$ cat src/rtl/nid_pkg.sv
// shared constants for the newton square root and distance block
`default_nettype none

package nid_pkg;

  // field widths of the item channels
  localparam int RADICAND_W  = 31;
  localparam int POINT_W     = 21;
  localparam int ROOT_W      = 23;
  localparam int IN_TDATA_W  = 160;
  localparam int OUT_TDATA_W = 24;

  // starting guesses and the magnitude bounds that pick them
  localparam int GUESS_SMALL = 50;
  localparam int GUESS_MID   = 500;
  localparam int GUESS_LARGE = 5000;
  localparam int BOUND_SMALL = 6824;
  localparam int BOUND_MID   = 682400;

  // successive guesses closer than this end the iteration
  localparam int CONVERGE_GAP = 2;

  // item kinds
  localparam logic KIND_ROOT     = 1'b0;
  localparam logic KIND_DISTANCE = 1'b1;

endpackage

`default_nettype wire

$ cat src/rtl/newton_isqrt_distance.sv
// newton-raphson integer square root and scaled 3d point distance
// An item asks either for the integer square root of a radicand (tuser 0) or for
// the distance between two 3d points (tuser 1). For a distance the three axis
// differences are floor-shifted right by LENGTH_SHIFT, squared one after another
// on a single multiplier and summed; the root of the sum is shifted back left.
// The root runs Newton steps g' = (g + x/g)/2 from a seed of 50, 500 or 5000,
// stopping when two guesses differ by less than 2, or after MAX_STEPS steps with
// the capped flag set. Each step divides on one restoring radix-2 divider that
// yields one quotient bit a cycle; XW, the operand width, is 34 bits at
// LENGTH_SHIFT 6. The input is ready only while no item is in progress; a
// finished result waits in the output register and the next item may be taken
// while it waits. A result that finds the output register still full holds the
// block until that register is emptied.
`default_nettype none

module newton_isqrt_distance #(
  parameter int LENGTH_SHIFT = 6,
  parameter int MAX_STEPS    = 10
) (
  input  wire logic                               clk,
  input  wire logic                               rst_n,
  // radicand, from_x, from_y, from_z, to_x, to_y, to_z, zero fill
  input  wire logic [nid_pkg::IN_TDATA_W-1:0]     in_tdata,
  // kind
  input  wire logic                               in_tuser,
  input  wire logic                               in_tvalid,
  output logic                                    in_tready,
  // root_or_length, zero fill
  output logic      [nid_pkg::OUT_TDATA_W-1:0]    out_tdata,
  // capped
  output logic                                    out_tuser,
  output logic                                    out_tvalid,
  input  wire logic                               out_tready
);

  localparam int PW    = nid_pkg::POINT_W;
  localparam int DW    = PW + 1;
  localparam int AXW   = DW - LENGTH_SHIFT;
  localparam int SQW   = 2 * AXW;
  localparam int SUMW  = SQW + 2;
  localparam int XW    = (SUMW > nid_pkg::RADICAND_W) ? SUMW : nid_pkg::RADICAND_W;
  localparam int DCW   = $clog2(XW);
  localparam int SCW   = $clog2(MAX_STEPS + 1);
  localparam int SCALEW = XW + 8;

  typedef enum logic [2:0] {
    S_IDLE,
    S_AXIS,
    S_SQUARE,
    S_SEED,
    S_CHECK,
    S_DIV,
    S_UPDATE,
    S_DONE
  } state_t;

  state_t             state_r;
  logic               kind_r;
  logic [PW-1:0]      from_r [3];
  logic [PW-1:0]      to_r   [3];
  logic [1:0]         axis_r;
  logic [AXW-1:0]     mag_r;
  logic [XW-1:0]      x_r;
  logic [XW-1:0]      g_r;
  logic [XW-1:0]      rem_r;
  logic [XW-1:0]      quo_r;
  logic [DCW-1:0]     dcnt_r;
  logic [SCW-1:0]     step_r;
  logic [XW-1:0]      root_r;
  logic               capped_r;
  logic [nid_pkg::OUT_TDATA_W-1:0] out_data_r;
  logic               out_user_r;
  logic               out_valid_r;

  // axis difference, floor shift and magnitude
  logic signed [DW-1:0] ax_diff;
  logic signed [DW-1:0] ax_shift;
  logic        [DW-1:0] ax_abs;
  logic        [SQW-1:0] ax_sq;

  always_comb begin
    ax_diff  = $signed({to_r[axis_r][PW-1], to_r[axis_r]})
             - $signed({from_r[axis_r][PW-1], from_r[axis_r]});
    ax_shift = ax_diff >>> LENGTH_SHIFT;
    ax_abs   = ax_shift[DW-1] ? DW'(-ax_shift) : DW'(ax_shift);
    ax_sq    = mag_r * mag_r;
  end

  // one restoring divider step
  logic [XW:0]   rem_sh;
  logic          rem_ge;
  logic [XW:0]   rem_sub;

  always_comb begin
    rem_sh  = {rem_r, quo_r[XW-1]};
    rem_ge  = rem_sh >= {1'b0, g_r};
    rem_sub = rem_sh - {1'b0, g_r};
  end

  // newton update and convergence test
  logic [XW:0]   nx_sum;
  logic [XW-1:0] nx;
  logic [XW-1:0] nx_gap;

  always_comb begin
    nx_sum = {1'b0, g_r} + {1'b0, quo_r};
    nx     = nx_sum[XW:1];
    nx_gap = (g_r > nx) ? (g_r - nx) : (nx - g_r);
  end

  // scaled result
  logic [SCALEW-1:0] scaled;

  always_comb begin
    if (kind_r == nid_pkg::KIND_DISTANCE) begin
      scaled = SCALEW'(root_r) << LENGTH_SHIFT;
    end else begin
      scaled = SCALEW'(root_r);
    end
  end

  assign in_tready  = (state_r == S_IDLE);
  assign out_tdata  = out_data_r;
  assign out_tuser  = out_user_r;
  assign out_tvalid = out_valid_r;

  // sequencer, datapath registers and output register
  always_ff @(posedge clk) begin
    if (!rst_n) begin
      state_r     <= S_IDLE;
      step_r      <= '0;
      out_valid_r <= 1'b0;
    end else begin
      // output register: filled from the finishing state, emptied on handshake
      if (state_r == S_DONE && (!out_valid_r || out_tready)) begin
        out_valid_r <= 1'b1;
      end else if (out_valid_r && out_tready) begin
        out_valid_r <= 1'b0;
      end
      unique case (state_r)
        S_IDLE: begin
          if (in_tvalid) begin
            kind_r    <= in_tuser;
            from_r[0] <= in_tdata[51:31];
            from_r[1] <= in_tdata[72:52];
            from_r[2] <= in_tdata[93:73];
            to_r[0]   <= in_tdata[114:94];
            to_r[1]   <= in_tdata[135:115];
            to_r[2]   <= in_tdata[156:136];
            axis_r    <= 2'd0;
            if (in_tuser == nid_pkg::KIND_DISTANCE) begin
              x_r     <= '0;
              state_r <= S_AXIS;
            end else begin
              x_r     <= XW'(in_tdata[nid_pkg::RADICAND_W-1:0]);
              state_r <= S_SEED;
            end
          end
        end
        S_AXIS: begin
          mag_r   <= AXW'(ax_abs);
          state_r <= S_SQUARE;
        end
        S_SQUARE: begin
          x_r <= x_r + XW'(ax_sq);
          if (axis_r == 2'd2) begin
            state_r <= S_SEED;
          end else begin
            axis_r  <= axis_r + 2'd1;
            state_r <= S_AXIS;
          end
        end
        S_SEED: begin
          if (x_r < XW'(nid_pkg::BOUND_SMALL)) begin
            g_r <= XW'(nid_pkg::GUESS_SMALL);
          end else if (x_r < XW'(nid_pkg::BOUND_MID)) begin
            g_r <= XW'(nid_pkg::GUESS_MID);
          end else begin
            g_r <= XW'(nid_pkg::GUESS_LARGE);
          end
          step_r  <= '0;
          state_r <= S_CHECK;
        end
        S_CHECK: begin
          if (step_r == SCW'(MAX_STEPS)) begin
            root_r   <= g_r;
            capped_r <= 1'b1;
            state_r  <= S_DONE;
          end else if (x_r == '0 || g_r == '0) begin
            root_r   <= '0;
            capped_r <= 1'b0;
            state_r  <= S_DONE;
          end else begin
            rem_r   <= '0;
            quo_r   <= x_r;
            dcnt_r  <= '0;
            state_r <= S_DIV;
          end
        end
        S_DIV: begin
          rem_r  <= rem_ge ? rem_sub[XW-1:0] : rem_sh[XW-1:0];
          quo_r  <= {quo_r[XW-2:0], rem_ge};
          dcnt_r <= dcnt_r + 1'b1;
          if (dcnt_r == DCW'(XW - 1)) begin
            state_r <= S_UPDATE;
          end
        end
        S_UPDATE: begin
          if (nx_gap < XW'(nid_pkg::CONVERGE_GAP)) begin
            root_r   <= nx;
            capped_r <= 1'b0;
            state_r  <= S_DONE;
          end else begin
            g_r     <= nx;
            step_r  <= step_r + 1'b1;
            state_r <= S_CHECK;
          end
        end
        S_DONE: begin
          // hand over once the output register is free or being emptied
          if (!out_valid_r || out_tready) begin
            out_data_r  <= nid_pkg::OUT_TDATA_W'(scaled[nid_pkg::ROOT_W-1:0]);
            out_user_r  <= capped_r;
            state_r     <= S_IDLE;
          end
        end
        default: begin
          state_r <= S_IDLE;
        end
      endcase
    end
  end

  // the step count never passes the limit
  a_step_bound: assert property (@(posedge clk) disable iff (!rst_n)
    step_r <= SCW'(MAX_STEPS))
    else $error("newton step count beyond limit");

  // the divider never runs on a zero divisor
  a_div_nonzero: assert property (@(posedge clk) disable iff (!rst_n)
    state_r == S_DIV |-> g_r != '0)
    else $error("divider running with zero guess");

  // a new result only appears from the finishing state
  a_result_origin: assert property (@(posedge clk) disable iff (!rst_n)
    $rose(out_valid_r) |-> $past(state_r) == S_DONE)
    else $error("result raised outside finishing state");

  // an accepted item makes the block busy
  a_busy_after_accept: assert property (@(posedge clk) disable iff (!rst_n)
    in_tvalid && in_tready |=> !in_tready)
    else $error("input still ready after accepting an item");

endmodule

`default_nettype wire

$ cat config.mk
export PLATFORM = sky130hd
export DESIGN_NAME = newton_isqrt_distance
export DESIGN_NICKNAME = d
export VERILOG_FILES = /design/src/rtl/nid_pkg.sv /design/src/rtl/newton_isqrt_distance.sv
export SDC_FILE = /design/constraint.sdc
export NUM_CORES = 1
export LEC_CHECK = 0
export BUFFER_PORTS_ARGS = -buffer_cell sky130_fd_sc_hd__buf_4
export CAP_MARGIN = 20
export CORE_MARGIN = 2
export CORE_UTILIZATION = 36
export CTS_CLUSTER_SIZE = 10
export DETAILED_ROUTE_END_ITERATION = 8
export RECOVER_POWER = 50
export SETUP_SLACK_MARGIN = 0.4
export SYNTH_ARGS = -nofsm -noshare
export SYNTH_HDL_FRONTEND = slang
export SYNTH_SLANG_ARGS = --single-unit
$ cat constraint.sdc
create_clock -name clk -period 10.5 [get_ports clk]
set_input_delay 2.1 -clock clk [delete_from_list [all_inputs] [get_ports clk]]
set_output_delay 2.1 -clock clk [all_outputs]
set_load 0.02 [all_outputs]
==> results of run 1 <==
-- per-layer routing --
metal	routed length, microns	up-vias
met4	1880	2
met5	10	-
met1	37200	11238
met2	38900	648
li1	-	11180
met3	5450	106
-- stage by stage --
step / cells / instance area, sq um / hold slack, ns / setup WS, ns / utilization, %
after CTS: 4396 / 34600 / 0.434 / 1.20 / 41.2
after floorplan: 3087 / 30600 / 0.400 / 1.27 / -
final: 4400 / 34500 / 0.431 / 0.873 / 41.1
after global placement: 4325 / 33200 / 0.416 / 1.28 / 39.5
after global routing: 4400 / 34500 / 0.456 / 0.423 / 41.1
after detailed placement: 4325 / 33200 / 0.419 / 1.25 / 39.5
-- how the worst min path moves through the flow --
| stage | endpoint | cells past startpoint | start | slack [ns] |
|---|---|---|---|---|
| finish | out_tuser$_DFFE_PP_ | 0 | capped_r$_SDFFCE_PP0P_ | 0.43 |
| global route | out_tuser$_DFFE_PP_ | 0 | capped_r$_SDFFCE_PP0P_ | 0.46 |
| CTS | out_tuser$_DFFE_PP_ | 0 | capped_r$_SDFFCE_PP0P_ | 0.43 |
| detailed placement | out_tuser$_DFFE_PP_ | 0 | capped_r$_SDFFCE_PP0P_ | 0.42 |
| global placement | out_tuser$_DFFE_PP_ | 0 | capped_r$_SDFFCE_PP0P_ | 0.42 |
| floorplan | out_tuser$_DFFE_PP_ | 0 | capped_r$_SDFFCE_PP0P_ | 0.40 |
-- area by class of cell --
type | instances | area (sq um)
diodes | 1 | 2.50
inverters | 390 | 1460
fillers | 8248 | 49400
flip-flops and latches | 345 | 10300
multi-input cells | 2247 | 18400
well taps | 1134 | 1420
clock inverters | 17 | 196
repair buffers | 212 | 1560
clock buffers | 54 | 1220
-- cell families (layout without fill, tap and decap cells) --
family,count (synthesis),after routing,share of synthesized area (%)
compound gates,663,663,14.4
xor+xnor,126,126,3.60
flops,345,345,33.5
simple gates,863,863,13.8
other cells,1,2,0.0122
mux,133,133,4.58
buf+inv,495,673,6.44
fa+ha+maj,461,461,23.7
-- cell usage in the layout, fill, tap and decap left out, drive strengths merged, types with 29 or more instances in the layout --
master    n
mux2     57
nand2   219
a21o     76
nor3     55
nor2b    32
a21oi   175
inv     389
nand3    82
ha      262
and3     29
nor4     29
buf      72
fa      199
edfxtp  335
nor2    230
mux2i    76
o21bai   29
xnor2    83
clkbuf  194
xor2     43
and2     70
o21ai   157
-- critical path, delay by kind of cell, from the launching register on --
| family | cells | cell delay [ns] |
|---|---|---|
| AOI/OAI and AO/OA | 15 | 3.17 |
| xor gates and xnor gates | 1 | 0.25 |
| adders and majority gates | 2 | 0.81 |
| buffers and inverters | 3 | 0.73 |
| DFF | 1 | 0.51 |
| muxes | 1 | 0.16 |
| and+or+nand+nor | 13 | 3.59 |
-- flip-flops by register name, indices dropped and copies added, names as in the netlist, 6 cells and up, named ones only --
register / flops
out_tdata: 23
g_r: 34
x_r: 34
rem_r: 34
root_r: 23
dcnt_r: 6
to_r: 63
mag_r: 16
quo_r: 34
from_r: 63
==> metrics.cfg, run 1 <==
[outcome]
status = complete, but fails checks
failed_checks = capacitance limit, slew limit

[timing]
period_minus_slack_ns = 9.63
tightest_slew_ns = 2.53
fmax_ghz = 0.104
finalClockSkew_ns = 0.0613
drv_slew = 199
final_hold_viol_count = 0
period_share_pct = 91.7
rsz0062_at_grt = no
finalSetupViolCount = 0
max-slew-margin-rel_pct = -68.8
fin_setup_tns_ns = 0

[logic_synthesis]
synth_cells = 3087
synthDistinctLibCells = 105
syn_avg_cell_area_sq_um = 9.92
seq_area_frac_synth_pct = 33.5
ys.flop_type = edfxtp_1
ys_warn_count = 0
synthesis.area_sq_um = 30600
synth.most_common_cell = inv_1
async_reset_ff_share_pct = 0
synth.area.top_cells = edfxtp_1, fa_1, ha_1
synthesis.nets = 3713
synth_seq_cells = 345
synth_edf_count = 335
synth_common_cells = inv_1, edfxtp_1, ha_1
synth_top_area_share_pct = 32.8
synth_top_area_cell = edfxtp_1

[worst_setup_path]
critPathCapture = root_r[4]$_DFFE_PP_
max_stage_delay_ns = 0.72
critical_path_required_ns = 10.78
crit_top_cell = a21o_1
reg2reg_slack_ns = 0.87
end_kind = register
rr_worst_depth = 35
cp-startpoint = g_r[0]$_SDFFCE_PN0P_
worstReg2RegEnd = root_r[4]$_DFFE_PP_
critical_path_class = reg2reg
worst-path-max-fanout = 24
cp_slowest_cell = nor3_1
timing.rr.start = g_r[0]$_SDFFCE_PN0P_
arrival_ns = 9.90
startpoint_type = register

[floorplan]
die-area_sq_um = 87500
coreArea_sq_um = 84000
die_h_microns = 296
num_io_pins = 192
die_w_microns = 296
rows = 106
start_util_pct = 36.5

[clock_network]
cts.sinks = 345
cts_resized = 0
cts_tree = built
cts_hold_buf = 0
clk_pin_slew_ns = 0.05
clockRootBuffer = clkbuf_16
cts_inserted_buffers = 45
cts_max_level = 2
worstSkewPairLatency_ns = 0.62
clock_path_buffers = 3
post-cts-setup-buffers = 0

[drt]
antenna_left = 0
drt_iter0_markers = 1663
vias_per_cell = 5.27
first_pass_iters = 5
drc = 0
routed_wirelength_mm = 83.4
wl_per_cell_microns = 19.0
vias = 23174

[grt]
grt.met1_usage_pct = 26.6
busiest_layer = met2
grt_use_met3_pct = 3.22
grt_max_degree = 89
antenna_found_initial = 2
grt_use_total_pct = 19.3
first_global_vias = 23100
gr-total-overflow = 0
grt_util_met2_pct = 31.8
grt_pass1_wl_mm = 131

[job]
timing.max_cap.violations = 5

[cells_and_area]
drive_above_1_share_pct = 11.9
final_net_count = 3867
area_growth_pct = 12.7

[placement]
gp_congestion = 0.934
hpwl_mm = 66.3
numPortBuffers = 187

[hold_path]
holdCritPathClass = reg2reg

Power of run 1 is not shown: default switching activity piles up to over one toggle a cycle in this logic, so the estimate is an artifact.
==> inputs of run 2 (changes only) <==
--- a/config.mk
+++ b/config.mk
@@ -8,7 +8,7 @@
 export BUFFER_PORTS_ARGS = -buffer_cell sky130_fd_sc_hd__buf_4
 export CAP_MARGIN = 20
 export CORE_MARGIN = 2
-export CORE_UTILIZATION = 36
+export CORE_UTILIZATION = 25
 export CTS_CLUSTER_SIZE = 10
 export DETAILED_ROUTE_END_ITERATION = 8
 export RECOVER_POWER = 50
==> run 2 against run 1 <==
Global-route usage is 5.7 points lower. Final cell count up 11%. Register-to-register slack lost 0.05 ns. Maximum frequency down 0.56%. First-iteration DRC count shrank 15%. Via count about the same. Utilization fell by 12 points. Setup slack got worse by 0.054 ns. Design area rose by 1.5%. The flow still finishes with violations (capacitance limit, slew limit). Critical path type unchanged. Sequential share of layout area is 0.44 points lower. Wire length grew 4.1%. Largest cell class unchanged.
==> metrics.cfg, run 2 (same netlist as run 1, synthesis figures left out) <==
[floorplan]
num_io_pins = 192  ; unchanged
start_util_pct = 25.2  ; -11 points
die_w_microns = 354  ; +20%
die-area_sq_um = 125000  ; +43%
coreArea_sq_um = 122000  ; +45%
die_h_microns = 354  ; +20%
rows = 128  ; +21%

[drt]
routed_wirelength_mm = 86.8  ; +4.1%
first_pass_iters = 5  ; unchanged
drt_iter0_markers = 1416  ; -15%
antenna_left = 0  ; unchanged
vias = 23163  ; -0.047%
drc = 0  ; unchanged
vias_per_cell = 4.73  ; -10%
wl_per_cell_microns = 17.7  ; -6.4%

[clock_network]
cts_hold_buf = 0  ; unchanged
cts_inserted_buffers = 46  ; +2.2%
cts_tree = built
post-cts-setup-buffers = 0  ; unchanged
worstSkewPairLatency_ns = 0.62  ; about the same
cts.sinks = 345  ; unchanged
cts_resized = 0  ; unchanged
clk_pin_slew_ns = 0.06  ; about the same
clock_path_buffers = 3  ; unchanged
clockRootBuffer = clkbuf_16
cts_max_level = 2  ; unchanged

[cells_and_area]
final_net_count = 3867  ; unchanged
post-route-util_pct = 28.8  ; -12 points
fillerInstances = 12841  ; +56%
diodes = 0  ; -1
drive_above_1_share_pct = 11.5  ; -0.36 points
layout_commonest_cell = inv_1
layout_common_cells = inv_1, edfxtp_1, ha_1
reg.largest.list = from_r: 63 flops, to_r: 63 flops
area_growth_pct = 14.4

[timing]
rsz0062_at_grt = no
finalClockSkew_ns = 0.0461  ; -0.0152 ns
holdWs_ns = 0.417  ; -0.0136 ns
layout_setup_ws_ns = 0.818  ; -0.0545 ns
fin_setup_tns_ns = 0  ; unchanged
tightest_slew_ns = 2.60  ; +0.0732 ns
finalSetupViolCount = 0  ; unchanged
final_hold_viol_count = 0  ; unchanged
max-slew-margin-rel_pct = -73.7  ; -4.9 points
period_minus_slack_ns = 9.68  ; +0.0545 ns
drv_slew = 205  ; +3.0%
fmax_ghz = 0.103  ; -0.56%
period_share_pct = 92.2  ; +0.52 points

[worst_setup_path]
arrival_ns = 9.96  ; +0.06 ns
worstReg2RegEnd = root_r[22]$_DFFE_PP_
timing.rr.start = g_r[1]$_DFFE_PP_
reg2reg_slack_ns = 0.82  ; -0.05 ns
cp_slowest_cell = nor3_1
startpoint_type = register
crit_top_cell = a21o_1
rr_worst_depth = 34  ; -2.9%
critical_path_class = reg2reg
max_stage_delay_ns = 0.71  ; about the same
worst-path-max-fanout = 24  ; unchanged
critical_path_required_ns = 10.77  ; about the same
end_kind = register

[outcome]
failed_checks = capacitance limit, slew limit
status = complete, but fails checks

[grt]
gr-total-overflow = 0  ; unchanged
grt_max_degree = 83  ; -6.7%
antenna_found_initial = 10  ; +8
first_global_vias = 22852  ; -1.1%
grt_pass1_wl_mm = 134  ; +2.0%
grt_use_total_pct = 13.6  ; -5.7 points

[placement]
numPortBuffers = 187  ; unchanged
gp_congestion = 0.913  ; -2.3%
place_ws_ns = 1.05  ; -0.194 ns
hpwl_mm = 69.8  ; +5.3%

[hold_path]
holdCritPathClass = reg2reg
hold_depth = 0  ; unchanged
min-delay-start = capped_r$_SDFFCE_PP0P_
whs_endpoint = out_tuser$_DFFE_PP_

[job]
timing.max_cap.violations = 6  ; +1

[run 2: cell types whose count changed in the layout (fill, tap and decap cells not counted), moves of 2 or more]
cell        delta
buf_4         -16
inv_6          +2
clkinv_16      -2
clkbuf_8       -2
clkinv_1       -3
clkbuf_1      +23
clkinvlp_4     +2
clkinv_4       +2
[run 2: metrics by stage]
stage                     instance area (sq um)  std cells
final                                     35000       4896
after detailed placement                  33800       4817
after CTS                                 35200       4895
after floorplan                           30600       3087
after global routing                      35000       4896
after global placement                    33800       4816
[run 2: final cells by class]
class	instances	area [sq um]	area share [%]
sequential	345	10300	29.3
clock buffer	61	1230	3.50
multi-input combinational	2247	18400	52.6
timing repair buffer	211	1500	4.27
clock inverter	17	141	0.403
inverter	390	1460	4.18
tap	1625	2030	5.80
[run 2: how the worst max path moves through the flow]
stage / startpoint / endpoint / cells after the start
after floorplan: g_r[0]$_SDFFCE_PN0P_ / capped_r$_SDFFCE_PP0P_ / 34
after global placement: g_r[1]$_DFFE_PP_ / root_r[0]$_DFFE_PP_ / 34
after detailed placement: g_r[1]$_DFFE_PP_ / root_r[17]$_DFFE_PP_ / 34
after CTS: g_r[1]$_DFFE_PP_ / root_r[14]$_DFFE_PP_ / 34
after global routing: g_r[1]$_DFFE_PP_ / root_r[22]$_DFFE_PP_ / 34
final: g_r[1]$_DFFE_PP_ / root_r[22]$_DFFE_PP_ / 34
[run 2: metal layers]
layer	vias up	track usage [%]	part of all wire (%)
met2	620	21.3	44
met5	-	0	0.12
met1	11211	19.3	47
met3	140	2.42	5.9
li1	11176	-	-
met4	16	3.52	2.5
[run 2: critical path: cells and delay by family, from the launching register on]
family,cells,cell delay [ns]
compound gates,17,3.53
simple gates,10,3.08
fa+ha+maj,2,0.94
buf+inv,3,0.74
flops,1,0.60
xor+xnor,1,0.26
mux,1,0.16
Power of run 2 is left out for the same reason.
